--- config.mk ---
export PLATFORM = sky130hd
export DESIGN_NAME = go_to_goal_steering_controller_core
export DESIGN_NICKNAME = d
export VERILOG_FILES = /design/src/design/gtg_pkg.sv /design/src/design/gtg_ctrl.sv /design/src/design/gtg_dp.sv /design/src/design/go_to_goal_steering_controller_core.sv
export SDC_FILE = /design/constraint.sdc
export NUM_CORES = 2
export LEC_CHECK = 0
export ABC_AREA = 1
export BUFFER_PORTS_ARGS = -buffer_cell sky130_fd_sc_hd__buf_2
export CAP_MARGIN = 20
export CORE_ASPECT_RATIO = 2
export CORE_MARGIN = 3
export CORE_UTILIZATION = 60
export DETAILED_ROUTE_END_ITERATION = 8
export PLACE_DENSITY = 0.92
export SYNTH_ARGS = -nofsm -noshare
export SYNTH_HDL_FRONTEND = slang
export SYNTH_SLANG_ARGS = --single-unit
--- constraint.sdc ---
create_clock -name clk -period 8.8 [get_ports clk]
set_input_delay 2.64 -clock clk [delete_from_list [all_inputs] [get_ports clk]]
set_output_delay 2.64 -clock clk [all_outputs]
set_load 0.01 [all_outputs]
--- src/design/gtg_pkg.sv ---
// ----------------------------------------------------------------------------
// gtg_pkg: shared types and constants
// Types, register indexes and the arctangent table for the steering core.
// ----------------------------------------------------------------------------
package gtg_pkg;

  localparam int ZW = 24;  // angle accumulator, 2^-20 rad
  localparam int CW = 28;  // CORDIC x/y width
  localparam logic signed [ZW-1:0] PI_Q20 = 24'sd3294199;
  localparam logic signed [17:0] PI_Q12 = 18'sd12868;
  localparam logic signed [17:0] TWO_PI_Q12 = 18'sd25736;
  localparam logic [16:0] SPEED_MAX = 17'h1FFFF;

  typedef enum logic [1:0] {
    REG_TOL   = 2'd0,
    REG_GAIN  = 2'd1,
    REG_MINT  = 2'd2,
    REG_SGAIN = 2'd3
  } reg_idx_t;

  typedef enum logic [2:0] {
    ST_IDLE, ST_CORDIC, ST_TURN, ST_SQRT, ST_DIV, ST_DONE
  } state_t;

  typedef struct packed {
    logic load;
    logic cordic_step;
    logic turn_calc;
    logic sqrt_step;
    logic div_load;
    logic div_step;
    logic finish;
  } cmd_t;

  typedef struct packed {
    logic clear_req;
    logic cordic_last;
    logic sqrt_last;
    logic div_last;
  } sts_t;

  function automatic logic [ZW-1:0] atan_lut(input logic [4:0] i);
    logic [ZW-1:0] r;
    case (i)
      5'd0: r = 24'd823550;   5'd1: r = 24'd486170;
      5'd2: r = 24'd256879;   5'd3: r = 24'd130396;
      5'd4: r = 24'd65451;    5'd5: r = 24'd32757;
      5'd6: r = 24'd16383;    5'd7: r = 24'd8192;
      5'd8: r = 24'd4096;     5'd9: r = 24'd2048;
      5'd10: r = 24'd1024;    5'd11: r = 24'd512;
      5'd12: r = 24'd256;     5'd13: r = 24'd128;
      5'd14: r = 24'd64;      5'd15: r = 24'd32;
      5'd16: r = 24'd16;      5'd17: r = 24'd8;
      5'd18: r = 24'd4;       5'd19: r = 24'd2;
      5'd20: r = 24'd1;
      default: r = '0;
    endcase
    return r;
  endfunction

endpackage

--- src/design/gtg_ctrl.sv ---
// ----------------------------------------------------------------------------
// gtg_ctrl: sequencer
// Steps the datapath through CORDIC, turn, square root and division phases.
// ----------------------------------------------------------------------------
module gtg_ctrl (
  input  logic          clk,
  input  logic          rst_n,
  input  logic          start,
  input  logic          out_free,
  input  gtg_pkg::sts_t sts,
  output gtg_pkg::cmd_t cmd,
  output logic          busy
);
  import gtg_pkg::*;

  state_t state_r, state_nxt;

  always_ff @(posedge clk) begin
    if (!rst_n) state_r <= ST_IDLE;
    else state_r <= state_nxt;
  end

  always_comb begin
    state_nxt = state_r;
    unique case (state_r)
      ST_IDLE:   if (start) state_nxt = ST_CORDIC;
      ST_CORDIC: begin
        if (sts.clear_req) state_nxt = ST_DONE;
        else if (sts.cordic_last) state_nxt = ST_TURN;
      end
      ST_TURN:   state_nxt = ST_SQRT;
      ST_SQRT:   if (sts.sqrt_last) state_nxt = ST_DIV;
      ST_DIV:    if (sts.div_last) state_nxt = ST_DONE;
      ST_DONE:   if (out_free) state_nxt = ST_IDLE;
      default:   state_nxt = ST_IDLE;
    endcase
  end

  always_comb begin
    cmd = '0;
    unique case (state_r)
      ST_IDLE:   cmd.load = start;
      ST_CORDIC: cmd.cordic_step = !sts.clear_req;
      ST_TURN:   cmd.turn_calc = 1'b1;
      ST_SQRT:   begin
        cmd.sqrt_step = 1'b1;
        cmd.div_load = sts.sqrt_last;
      end
      ST_DIV:    cmd.div_step = 1'b1;
      ST_DONE:   cmd.finish = out_free;
      default:   cmd = '0;
    endcase
  end

  assign busy = (state_r != ST_IDLE);
endmodule

--- src/design/gtg_dp.sv ---
// ----------------------------------------------------------------------------
// gtg_dp: datapath
// Differences, arrival check, CORDIC bearing, turn, isqrt and serial divide.
// ----------------------------------------------------------------------------
module gtg_dp #(
  parameter int CORDIC_STEPS = 16
) (
  input  logic          clk,
  input  logic          rst_n,
  input  gtg_pkg::cmd_t cmd,
  output gtg_pkg::sts_t sts,
  input  logic          in_func,
  input  logic [15:0]   in_px,
  input  logic [15:0]   in_py,
  input  logic [14:0]   in_hd,
  input  logic [15:0]   in_tx,
  input  logic [15:0]   in_ty,
  input  logic [9:0]    tol,
  input  logic [7:0]    gain,
  input  logic [15:0]   min_turn,
  input  logic [15:0]   sgain,
  output logic [16:0]   res_turn,
  output logic [16:0]   res_speed,
  output logic          res_within,
  output logic [1:0]    res_stage
);
  import gtg_pkg::*;

  localparam int NSTEP = (CORDIC_STEPS < 24) ? CORDIC_STEPS : 24;

  logic signed [CW-1:0] x_r, y_r;
  logic signed [ZW-1:0] z_r;
  logic [4:0] it_r;
  logic signed [14:0] hd_r;
  logic func_r;
  logic [16:0] adx_r, ady_r;
  logic [1:0] stage_r;
  logic signed [16:0] turn_r;
  logic [16:0] dmag_r;
  logic [33:0] rad_r;
  logic [16:0] root_r;
  logic [33:0] rem_r;
  logic [4:0] sq_r;
  logic [32:0] num_r;
  logic [16:0] den_r;
  logic [17:0] drem_r;
  logic [5:0] dv_r;
  logic zero_div_r;
  logic big_r;

  // input differences
  logic signed [16:0] dx, dy;
  logic [16:0] adx, ady;
  assign dx = 17'(signed'(in_tx)) - 17'(signed'(in_px));
  assign dy = 17'(signed'(in_ty)) - 17'(signed'(in_py));
  assign adx = dx[16] ? 17'(-dx) : 17'(dx);
  assign ady = dy[16] ? 17'(-dy) : 17'(dy);

  logic in_tol;
  assign in_tol = (adx <= {7'd0, tol}) && (ady <= {7'd0, tol});

  // CORDIC step
  logic signed [CW-1:0] xs, ys;
  assign xs = x_r >>> it_r;
  assign ys = y_r >>> it_r;

  // turn
  logic signed [17:0] err0, err;
  logic signed [27:0] prod;
  logic signed [23:0] tsh;
  logic signed [ZW-1:0] zr;
  assign zr = (z_r + ZW'(128)) >>> 8;
  assign err0 = 18'(zr) - 18'(hd_r);
  always_comb begin
    err = err0;
    if (err0 < -PI_Q12) err = err0 + TWO_PI_Q12;
    else if (err0 > PI_Q12) err = err0 - TWO_PI_Q12;
  end
  assign prod = 28'(signed'({1'b0, gain})) * 28'(err) + 28'sd8;
  assign tsh = 24'(prod >>> 4);

  // isqrt: two bits per step
  logic [33:0] trial;
  logic [35:0] rem_sh;
  assign rem_sh = {rem_r, rad_r[33:32]};
  assign trial = {15'd0, root_r, 2'b01};

  // divide step
  logic [17:0] dsh;
  assign dsh = {drem_r[16:0], num_r[32]};

  always_ff @(posedge clk) begin
    if (!rst_n) begin
      stage_r <= 2'd0;
    end else begin
      if (cmd.load) begin
        if (in_func) stage_r <= 2'd0;
        else if (in_tol && stage_r != 2'd3) stage_r <= stage_r + 2'd1;
      end
    end
  end

  always_ff @(posedge clk) begin
    if (cmd.load) begin
      func_r <= in_func;
      hd_r <= signed'(in_hd);
      adx_r <= adx;
      ady_r <= ady;
      res_within <= in_tol && !in_func;
      it_r <= '0;
      if (dx[16]) begin
        x_r <= -(CW'(dx) <<< 8);
        y_r <= -(CW'(dy) <<< 8);
        z_r <= dy[16] ? -PI_Q20 : PI_Q20;
      end else begin
        x_r <= CW'(dx) <<< 8;
        y_r <= CW'(dy) <<< 8;
        z_r <= '0;
      end
    end
    if (cmd.cordic_step) begin
      it_r <= it_r + 5'd1;
      if (y_r > 0) begin
        x_r <= x_r + ys;
        y_r <= y_r - xs;
        z_r <= z_r + signed'(atan_lut(it_r));
      end else if (y_r < 0) begin
        x_r <= x_r - ys;
        y_r <= y_r + xs;
        z_r <= z_r - signed'(atan_lut(it_r));
      end
    end
    if (cmd.turn_calc) begin
      logic signed [16:0] t;
      logic [16:0] m;
      if (tsh > 24'sd65535) t = 17'sd65535;
      else if (tsh < -24'sd65536) t = -17'sd65536;
      else t = 17'(tsh);
      m = t[16] ? 17'(-t) : 17'(t);
      turn_r <= t;
      dmag_r <= m;
      rad_r <= 34'(adx_r) * 34'(adx_r) + 34'(ady_r) * 34'(ady_r);
      root_r <= '0;
      rem_r <= '0;
      sq_r <= '0;
    end
    if (cmd.sqrt_step) begin
      sq_r <= sq_r + 5'd1;
      rad_r <= rad_r << 2;
      if (rem_sh[33:0] >= trial && rem_sh[35:34] == 2'b00) begin
        rem_r <= rem_sh[33:0] - trial;
        root_r <= {root_r[15:0], 1'b1};
      end else if (rem_sh[35:34] != 2'b00) begin
        rem_r <= 34'(rem_sh - 36'(trial));
        root_r <= {root_r[15:0], 1'b1};
      end else begin
        rem_r <= rem_sh[33:0];
        root_r <= {root_r[15:0], 1'b0};
      end
    end
    if (cmd.div_load) begin
      logic [16:0] r;
      logic [16:0] d;
      r = {root_r[15:0], (rem_sh[35:34] != 2'b00) || (rem_sh[33:0] >= trial)};
      d = (dmag_r < {1'b0, min_turn}) ? {1'b0, min_turn} : dmag_r;
      num_r <= 33'(sgain) * 33'(r);
      den_r <= d;
      zero_div_r <= (d == 17'd0);
      drem_r <= '0;
      dv_r <= '0;
      big_r <= 1'b0;
    end
    if (cmd.div_step) begin
      dv_r <= dv_r + 6'd1;
      if (dsh >= {1'b0, den_r}) begin
        drem_r <= dsh - {1'b0, den_r};
        num_r <= {num_r[31:0], 1'b1};
        if (dv_r < 6'd16) big_r <= 1'b1;
      end else begin
        drem_r <= dsh;
        num_r <= {num_r[31:0], 1'b0};
      end
    end
  end

  always_comb begin
    if (func_r) begin
      res_turn = '0;
      res_speed = '0;
    end else begin
      res_turn = turn_r;
      res_speed = (zero_div_r || big_r) ? SPEED_MAX : num_r[16:0];
    end
  end
  assign res_stage = stage_r;

  assign sts.clear_req = func_r;
  assign sts.cordic_last = (it_r == 5'(NSTEP - 1));
  assign sts.sqrt_last = (sq_r == 5'd16);
  assign sts.div_last = (dv_r == 6'd32);
endmodule

--- src/design/go_to_goal_steering_controller_core.sv ---
// ----------------------------------------------------------------------------
// go_to_goal_steering_controller_core: go-to-goal steering top level
// Proportional heading control with distance-scaled forward speed.
// ----------------------------------------------------------------------------
// channel | dir | handshake          | payload
// in_     | in  | in_tvalid/tready   | tuser=func, tdata=px,py,heading,tx,ty
// out_    | out | out_tvalid/tready  | tdata=turn,speed,within,stage
// cfg_    | in  | cfg_valid/ready    | cfg_index, cfg_data
// Phases: an item runs the CORDIC loop, the root steps and the divide steps;
// a clear request skips the turn, root and divide steps. One item at a time.
// Reset: synchronous active-low, registers to their defaults, counter to zero.
// Stalls: result is held in the output register until out_tready.
module go_to_goal_steering_controller_core #(
  parameter int CORDIC_STEPS = 16
) (
  input  logic        clk,
  input  logic        rst_n,
  input  logic        in_tvalid,
  output logic        in_tready,
  input  logic [79:0] in_tdata,  // pose_x, pose_y, pose_heading, target_x, target_y
  input  logic        in_tuser,  // func
  output logic        out_tvalid,
  input  logic        out_tready,
  output logic [39:0] out_tdata, // turn_rate, forward_speed, within_tolerance, arrival_stage
  input  logic        cfg_valid,
  output logic        cfg_ready,
  input  logic [1:0]  cfg_index,
  input  logic [15:0] cfg_data
);
  import gtg_pkg::*;

  logic [9:0] tol_r;
  logic [7:0] gain_r;
  logic [15:0] mint_r, sgain_r;
  cmd_t cmd;
  sts_t sts;
  logic busy, start, out_free;
  logic ovalid_r;
  logic [39:0] odata_r;
  logic [16:0] r_turn, r_speed;
  logic r_within;
  logic [1:0] r_stage;

  assign cfg_ready = 1'b1;
  always_ff @(posedge clk) begin
    if (!rst_n) begin
      tol_r <= 10'd10;
      gain_r <= 8'd80;
      mint_r <= 16'd2048;
      sgain_r <= 16'd2048;
    end else if (cfg_valid) begin
      unique case (reg_idx_t'(cfg_index))
        REG_TOL:   tol_r <= cfg_data[9:0];
        REG_GAIN:  gain_r <= cfg_data[7:0];
        REG_MINT:  mint_r <= cfg_data;
        REG_SGAIN: sgain_r <= cfg_data;
        default:   ;
      endcase
    end
  end

  assign in_tready = !busy;
  assign start = in_tvalid && !busy;
  assign out_free = !ovalid_r || out_tready;

  gtg_ctrl u_ctrl (
    .clk(clk), .rst_n(rst_n), .start(start), .out_free(out_free),
    .sts(sts), .cmd(cmd), .busy(busy)
  );

  gtg_dp #(.CORDIC_STEPS(CORDIC_STEPS)) u_dp (
    .clk(clk), .rst_n(rst_n), .cmd(cmd), .sts(sts),
    .in_func(in_tuser), .in_px(in_tdata[15:0]), .in_py(in_tdata[31:16]),
    .in_hd(in_tdata[46:32]), .in_tx(in_tdata[62:47]), .in_ty(in_tdata[78:63]),
    .tol(tol_r), .gain(gain_r), .min_turn(mint_r), .sgain(sgain_r),
    .res_turn(r_turn), .res_speed(r_speed), .res_within(r_within),
    .res_stage(r_stage)
  );

  always_ff @(posedge clk) begin
    if (!rst_n) ovalid_r <= 1'b0;
    else if (cmd.finish) ovalid_r <= 1'b1;
    else if (out_tready) ovalid_r <= 1'b0;
  end
  always_ff @(posedge clk) begin
    if (cmd.finish) odata_r <= {3'd0, r_stage, r_within, r_speed, r_turn};
  end
  assign out_tvalid = ovalid_r;
  assign out_tdata = odata_r;
endmodule

[Word-level counts from Yosys, hierarchy flattened]
Memory sizes are Yosys's and may differ from the RTL's. A register that Yosys moved wholly into a read port is not among the register bits.
Index checks and enable logic that the tools add are counted.
Operators by class
  add/subtract/negate cells: 26
  multiply operators: 4
  $lt $le $gt $ge: 12
  eq/ne operators: 17
  shifts and indexed selects: 2
  mux-type cells: 76
  reduce and logical (&&, ||, !) cells: 29
Operators by type and width (number)
  $mux 28: 10
  $mux 24: 11
  $mux 17: 12
  $mux 34: 6
  $mul 17x17->34: 2
  $sub 34x19->34: 2
  $mux 33: 2
  $add 28x28->28: 2
  $neg 25->28: 2
  $sshr 28x5->28: 2
  $sub 28x28->28: 2
  $neg 17->17: 3
  $mux 18: 2
  $add 34x34->34: 1
  $ge 34x19->1: 1
  $le 17x10->1: 2
  $sub 16x16->17: 2
  $mul 16x17->33: 1
  $mux 5: 6
  $add 28x5->28 const B: 1
  $gt 28x1->1 const B: 1
  $lt 28x1->1 const B: 1
  $mul 9x18->27: 1
  $add 24x24->24: 1
  43 further kinds: 90
Word-level totals
  register bits: 428
  bits in read-only memories: 1280
  input bits: 104
  output and inout port bits: 43
  logic and storage cells: 200
  memories kept: 2
Memory list
  (no name shown): words 32, bits a word 20, rd ports 1, clocked after memory_dff 1, write ports 0, RTL line gtg_pkg.sv:44  | case (i)
  (no name shown): words 32, bits a word 20, rd ports 1, clocked after memory_dff 1, write ports 0, RTL line gtg_pkg.sv:44

[Depth between registers and ports, before layout]
  depth after elaboration: 13
  gate-level depth with buffers: 71
  gate-level depth less buffers: 69

[Cells and area by module]
Synthesis repeated with hierarchy kept, for this count alone.
Second synthesis, totals
  cells, all modules: 8776
  area total of the unflattened synthesis: 66203.5 um^2
By module, submodules not included
  gtg_dp: times used 1, cells each 8354, area each 62635.1 um^2, sequential area each 9639.2 um^2
  go_to_goal_steering_controller_core: times used 1, cells each 364, area each 3254.4 um^2, sequential area each 2132.0 um^2
  gtg_ctrl: times used 1, cells each 58, area each 314.1 um^2, sequential area each 60.1 um^2

[Worst setup path after synthesis]
No wires, ideal clock.
  path kind: reg2reg
  start: register u_dp.z_r[7]
  end: register u_dp.dmag_r[6] (data pin)
  library setup time: 0.254 ns
  arrival time: 9.025 ns
  data required time: 8.546 ns
  setup slack: -0.479 ns
  cell stages (with the launch flop): 57
  buffers on the path: 3
  period minus slack after synthesis: 9.279 ns
  cell sequence: dfxtp_1 > ha_1 > nand3_1 > nor3_1 > nand2_1 > nor2_1 > nand4_1 > nor3_1 > nand3_1 > xor2_1 > ha_1 > inv_1 > nor3_1 > nand3_1 > nand2_1 > xor2_2 > inv_1 > nor3_2 > [... 21 more ...] > nand2_1 > nand2_1 > nor2_1 > nand2_1 > xnor2_1 > nand2_1 > nor2_1 > nand3_1 > nand2_2 > buf_6 > buf_4 > nand2_1 > inv_1 > ha_1 > nand3_2 > o21ai_1 > xor2_1 > inv_1
On the way
  cells in the longest elaborated chain, start to end: 13
  elaborated cells on any way between the ends: 17
  those cells by class: add/sub: 6; mul: 1; order compare: 4; mux: 6
RTL lines
  start: declaration: RTL line gtg_dp.sv:32  | logic signed [ZW-1:0] z_r;
  start signal: assignment: RTL line gtg_dp.sv:114  | z_r <= dy[16] ? -PI_Q20 : PI_Q20;
  start signal: assignment: RTL line gtg_dp.sv:126  | z_r <= z_r + signed'(atan_lut(it_r));
  start signal: assignment: RTL line gtg_dp.sv:130  | z_r <= z_r - signed'(atan_lut(it_r));
  $add 24x9->24 *: RTL line gtg_dp.sv:72  | assign zr = (z_r + ZW'(128)) >>> 8;
  $sub 16x15->17 *: RTL line gtg_dp.sv:73  | assign err0 = 18'(zr) - 18'(hd_r);
  $sub 18x16->18 / $gt 18x15->1 (equally long branches): RTL line gtg_dp.sv:77  | else if (err0 > PI_Q12) err = err0 - TWO_PI_Q12;
  $mux 18: RTL line gtg_dp.sv:77
  $mux 18 *: RTL line gtg_dp.sv:76  | if (err0 < -PI_Q12) err = err0 + TWO_PI_Q12;
  $mul 9x18->27 *: RTL line gtg_dp.sv:79  | assign prod = 28'(signed'({1'b0, gain})) * 28'(err) + 28'sd8;
  $add 28x5->28 *: RTL line gtg_dp.sv:79
  $lt 24x17->1: RTL line gtg_dp.sv:137  | else if (tsh < -24'sd65536) t = -17'sd65536;
  $mux 17: RTL line gtg_dp.sv:137
  $mux 17 *: RTL line gtg_dp.sv:136  | if (tsh > 24'sd65535) t = 17'sd65535;
  $mux 17 *: RTL line gtg_dp.sv:133  | if (cmd.turn_calc) begin
  $neg 17->17: RTL line gtg_dp.sv:139  | m = t[16] ? 17'(-t) : 17'(t);
  $mux 16 *: RTL line gtg_dp.sv:139
  end signal: assignment: RTL line gtg_dp.sv:141  | dmag_r <= m;
  end: declaration: RTL line gtg_dp.sv:39  | logic [16:0] dmag_r;
Mark *: on every way between the ends. The rest lies on a longest branch, timed or not. The select of a mux whose other input is x is not followed.
A chain may end at the register's enable or synchronous reset.

[Worst setup path after layout]
  start: register u_dp.z_r[7]
  end: register u_dp.dmag_r[9] (data pin)
The elaborated chain is that of the path after synthesis.

==> impl_results.html <==
<table>
<tr><th>Metric</th><th>Value</th></tr>
<tr><th colspan="2">CTS</th></tr>
<tr><td>Clock Pin Slew Worst Setup and Hold Paths</td><td>0.07 ns</td></tr>
<tr><td>TritonCTS clock tree</td><td>done</td></tr>
<tr><td>Number of buffers inserted during clock tree synthesis</td><td>43</td></tr>
<tr><td>Clock root buffer</td><td>clkbuf_16</td></tr>
<tr><td>Clock Path Buffers</td><td>3</td></tr>
<tr><td>Worst-Skew Late Latency</td><td>0.64 ns</td></tr>
<tr><td>Sinks on Clock Net</td><td>447</td></tr>
<tr><td>CTS Hold Bufs</td><td>0</td></tr>
<tr><td>Number of levels the H-tree was split into</td><td>2</td></tr>
<tr><th colspan="2">Worst setup path</th></tr>
<tr><td>CP Data Required Time</td><td>9.17 ns</td></tr>
<tr><td>Arrival time of data at the critical path endpoint</td><td>10.45 ns</td></tr>
<tr><td>Setup Crit Path Kind</td><td>reg -&gt; reg</td></tr>
<tr><td>Element type at the critical path start</td><td>flop</td></tr>
<tr><td>Worst path most repeated cell</td><td>nand2_2</td></tr>
<tr><td>Capture instance of the worst register-to-register path</td><td>u_dp.dmag_r[9]$_DFFE_PP_</td></tr>
<tr><td>Reg-to-reg startpoint</td><td>u_dp.z_r[7]$_DFF_P_</td></tr>
<tr><td>Sort of element at the end of the critical path</td><td>flop</td></tr>
<tr><td>Critical-path cell with the highest stage delay</td><td>fa_1</td></tr>
<tr><td>Register-to-Register Path Depth</td><td>55</td></tr>
<tr><td>Slack of the worst reg-to-reg path</td><td>-1.28 ns</td></tr>
<tr><td>Crit path largest cell delay</td><td>0.55 ns</td></tr>
<tr><td>Maximum fanout count along the critical path</td><td>7</td></tr>
<tr><th colspan="2">Worst hold path</th></tr>
<tr><td>Startpoint of the most critical hold path</td><td>u_dp.res_within$_DFFE_PP_</td></tr>
<tr><td>Class of the worst hold path</td><td>reg -&gt; reg</td></tr>
<tr><td>Number of cells on the worst hold path</td><td>0</td></tr>
<tr><td>Endpoint with the worst hold slack</td><td>out_tdata[34]$_DFFE_PP_</td></tr>
<tr><th colspan="2">Timing</th></tr>
<tr><td>Total count of max-transition violations in the final report</td><td>0</td></tr>
<tr><td>Ratio of final minimum period to clock period</td><td>1.15</td></tr>
<tr><td>Peak clock frequency supported by timing</td><td>99.2 MHz</td></tr>
<tr><td>Final worst slack</td><td>-1.28 ns</td></tr>
<tr><td>Slew at the pin closest to its max-slew limit</td><td>1.30 ns</td></tr>
<tr><td>Hold Vio Cnt, Final</td><td>0</td></tr>
<tr><td>Endpoints failing setup</td><td>33</td></tr>
<tr><td>Setup repair after global routing missed its margin</td><td>true</td></tr>
<tr><td>Final min period</td><td>10.08 ns</td></tr>
<tr><td>Worst Hold Slack</td><td>0.431 ns</td></tr>
<tr><td>Headroom to the max-slew limit</td><td>0.126</td></tr>
<tr><td>Worst-case clock skew</td><td>0.0257 ns</td></tr>
<tr><th colspan="2">Die</th></tr>
<tr><td>Total Die Area</td><td>116000 µm²</td></tr>
<tr><td>Number of cell rows</td><td>173</td></tr>
<tr><td>Std-Cell Core Area</td><td>111000 µm²</td></tr>
<tr><td>Initial core utilization</td><td>0.605</td></tr>
<tr><td>Total I/O pin count</td><td>147</td></tr>
<tr><td>Vertical extent of the die</td><td>480 µm</td></tr>
<tr><td>Horizontal extent of the die</td><td>243 µm</td></tr>
<tr><th colspan="2">Global route</th></tr>
<tr><td>Largest net degree at the start of global routing</td><td>83</td></tr>
<tr><td>Number of global-route vias before repair</td><td>70.6k</td></tr>
<tr><td>Routing usage on met1</td><td>0.353</td></tr>
<tr><td>Number of antenna violations at the first check in global routing</td><td>5</td></tr>
<tr><td>Sum of overflow across all layers after global routing</td><td>0</td></tr>
<tr><td>Total track usage</td><td>0.390</td></tr>
<tr><td>Busiest layer in global routing</td><td>met2</td></tr>
<tr><td>Global-route track usage on met3</td><td>0.0893</td></tr>
<tr><td>Met2 Track Usage GR</td><td>0.692</td></tr>
<tr><td>Global-route wire length before repair</td><td>356 mm</td></tr>
<tr><th colspan="2">Routing</th></tr>
<tr><td>DRC violation count after routing</td><td>9</td></tr>
<tr><td>Number of nets with antenna violations after routing</td><td>0</td></tr>
<tr><td>Wire length per cell after detailed routing</td><td>21.7 µm</td></tr>
<tr><td>Per-cell via count in the routed design</td><td>6.13</td></tr>
<tr><td>Iteration-0 DRC count of the detailed router</td><td>6470</td></tr>
<tr><td>Wire length reported by the detailed router</td><td>236 mm</td></tr>
<tr><td>Length of the first detailed-routing pass in iterations</td><td>9</td></tr>
<tr><td>Via count</td><td>66.6k</td></tr>
<tr><th colspan="2">Placed design</th></tr>
<tr><td>DP Wirelength</td><td>173 mm</td></tr>
<tr><td>IO Port Bufs</td><td>141</td></tr>
<tr><td>Pre-CTS setup slack</td><td>-0.943 ns</td></tr>
<tr><td>Placed Cells</td><td>10.7k</td></tr>
<tr><td>Final RePlAce weighted congestion</td><td>1.09</td></tr>
<tr><td>Total cell area at the placement stage</td><td>71900 µm²</td></tr>
<tr><th colspan="2">Outcome</th></tr>
<tr><td>Failing checks</td><td>DRC, setup timing</td></tr>
<tr><td>Status</td><td>finished, violations left</td></tr>
<tr><th colspan="2">Layout</th></tr>
<tr><td>Number of nets in the final layout</td><td>10.9k</td></tr>
<tr><td>Cell area after layout</td><td>75800 µm²</td></tr>
<tr><td>Share of cells above drive strength 1</td><td>0.123</td></tr>
<tr><td>Area growth syn-to-layout</td><td>12.7%</td></tr>
<tr><td>Final std cells w/o fill</td><td>10.9k</td></tr>
<tr><th colspan="2">Logic synthesis</th></tr>
<tr><td>Number of synthesized register bits</td><td>447</td></tr>
<tr><td>Post-synthesis area per instance</td><td>7.46 µm²</td></tr>
<tr><td>Cell Area, Synth</td><td>67300 µm²</td></tr>
<tr><td>Sequential element share of the synthesized area</td><td>0.176</td></tr>
<tr><td>Gate Count Post-Synth</td><td>9027</td></tr>
<tr><td>Number of synthesized flops with an enable pin</td><td>288</td></tr>
<tr><td>Number of library cell types mapped by synthesis</td><td>67</td></tr>
<tr><td>Ys Warns</td><td>0</td></tr>
<tr><td>Async SR Flop Fraction</td><td>0</td></tr>
<tr><td>Main flop type after synthesis</td><td>edfxtp_1</td></tr>
<tr><th colspan="2">Job</th></tr>
<tr><td>Count of max-cap constraint violations</td><td>0</td></tr>
</table>
-- final cells by class --
type                            count  area [µm²]
Clock buffer                       59        1280
Fill cell                        7816       35400
Tap cell                         1487        1860
Timing Repair Buffer              615        4540
Antenna cell                        5        12.5
Inverter                         2077        7810
Multi-Input combinational cell   6155       48300
Sequential cell                   447       11800
Timing Repair inverter              1        7.51
Clock inverter                     21         231
-- Yosys cell counts (14+ instances only) --
| cell | instances | share of area |
|---|---|---|
| a21boi_0 | 22 | 0.0025 |
| a21o_1 | 18 | 0.0020 |
| a21oi_1 | 584 | 0.043 |
| a31oi_1 | 37 | 0.0034 |
| buf_1 | 19 | 0.0011 |
| clkbuf_1 | 322 | 0.018 |
| dfxtp_1 | 159 | 0.047 |
| edfxtp_1 | 288 | 0.13 |
| fa_1 | 777 | 0.23 |
| ha_1 | 646 | 0.12 |
| inv_1 | 2045 | 0.11 |
| inv_2 | 19 | 0.0011 |
| mux2i_1 | 25 | 0.0037 |
| nand2_1 | 1894 | 0.11 |
| nand2_2 | 15 | 0.0014 |
| nand3_1 | 318 | 0.024 |
| nand4_1 | 62 | 0.0058 |
| nor2_1 | 547 | 0.031 |
| nor3_1 | 54 | 0.0040 |
| nor4_1 | 33 | 0.0031 |
| o211ai_1 | 53 | 0.0059 |
| o21ai_0 | 597 | 0.044 |
| o21bai_1 | 25 | 0.0028 |
| o221ai_1 | 15 | 0.0020 |
| o22ai_1 | 14 | 0.0013 |
| o31ai_1 | 22 | 0.0025 |
| or2_2 | 25 | 0.0023 |
| xnor2_1 | 80 | 0.010 |
| xor2_1 | 164 | 0.021 |
-- repair_timing --
action,4_1_cts,5_1_grt
pin swaps,63,157
endpoints found under the setup margin,33,35
hold endpoints to repair,0,0
setup buffers,29,46
cloned,2,2
resized for setup,215,224
-- sequential cells by signal, summed over array words and instances (netlist names), 24 cells and up, named ones only --
signal,count
out_tdata,37
u_dp.rad_r,34
u_dp.rem_r,34
u_dp.num_r,33
u_dp.x_r,28
u_dp.y_r,28
u_dp.z_r,24
-- critical path: cells and delay by family, from the launching register on --
| family | cells | cell delay [ns] |
|---|---|---|
| AND/OR/NAND/NOR | 31 | 4.17 |
| AO/OA/AOI/OAI | 4 | 0.67 |
| adder cells (fa/ha/maj) | 7 | 2.75 |
| buffers and inverters | 11 | 1.41 |
| XOR/XNOR | 2 | 0.40 |
| flip-flops | 1 | 0.37 |
-- cells by family (layout without fill, tap and decap cells) --
family,count (synthesis),count (layout),share of synthesized area
AOI/OAI and AO/OA,1473,1473,0.121
and+or+nand+nor,2983,2984,0.180
DFF,447,447,0.176
xor gates and xnor gates,246,246,0.0322
muxes,25,25,0.00372
adders and majority gates,1423,1423,0.351
other,2,9,0.000112
buffers and inverters,2428,2773,0.136
-- metrics by stage --
step | utilization | TNS (ns)
after global placement | 0.646 | -15.85
after floorplan | - | -0.00190
after global routing | 0.682 | -42.87
final | 0.682 | -32.98
after detailed placement | 0.646 | -21.04
after CTS | 0.669 | -6.27
-- per-layer routing --
metal / share of wire / up-vias
li1: - / 28700
met4: 0.13 / 4
met2: 0.49 / 4773
met1: 0.28 / 30900
met5: 0.000081 / -
met3: 0.094 / 2221
-- how the worst max path moves through the flow --
stage	startpoint	end	slack [ns]
6_report	u_dp.z_r[7]$_DFF_P_	u_dp.dmag_r[9]$_DFFE_PP_	-1.28
3_3_place_gp	u_dp.z_r[9]$_DFF_P_	u_dp.dmag_r[15]$_DFFE_PP_	-0.79
5_1_grt	u_dp.z_r[7]$_DFF_P_	u_dp.dmag_r[14]$_DFFE_PP_	-1.65
2_1_floorplan	u_dp.z_r[8]$_DFF_P_	u_dp.dmag_r[10]$_DFFE_PP_	-0.002
4_1_cts	u_dp.z_r[8]$_DFF_P_	u_dp.dmag_r[13]$_DFFE_PP_	-0.40
3_5_place_dp	u_dp.z_r[8]$_DFF_P_	u_dp.dmag_r[12]$_DFFE_PP_	-0.94
-- layout by cell type, fill, tap and decap left out, types with 160 or more instances in the layout --
master,n
a21oi_1,554
fa_1,770
buf_4,435
ha_1,623
o21ai_0,592
nand2_1,1748
inv_1,2002
xor2_1,160
edfxtp_1,288
nand3_1,281
nor2_1,488
Power is left out: the tool's default activity adds up to more than one toggle a clock period on the data nets, which glitch-free logic cannot reach.
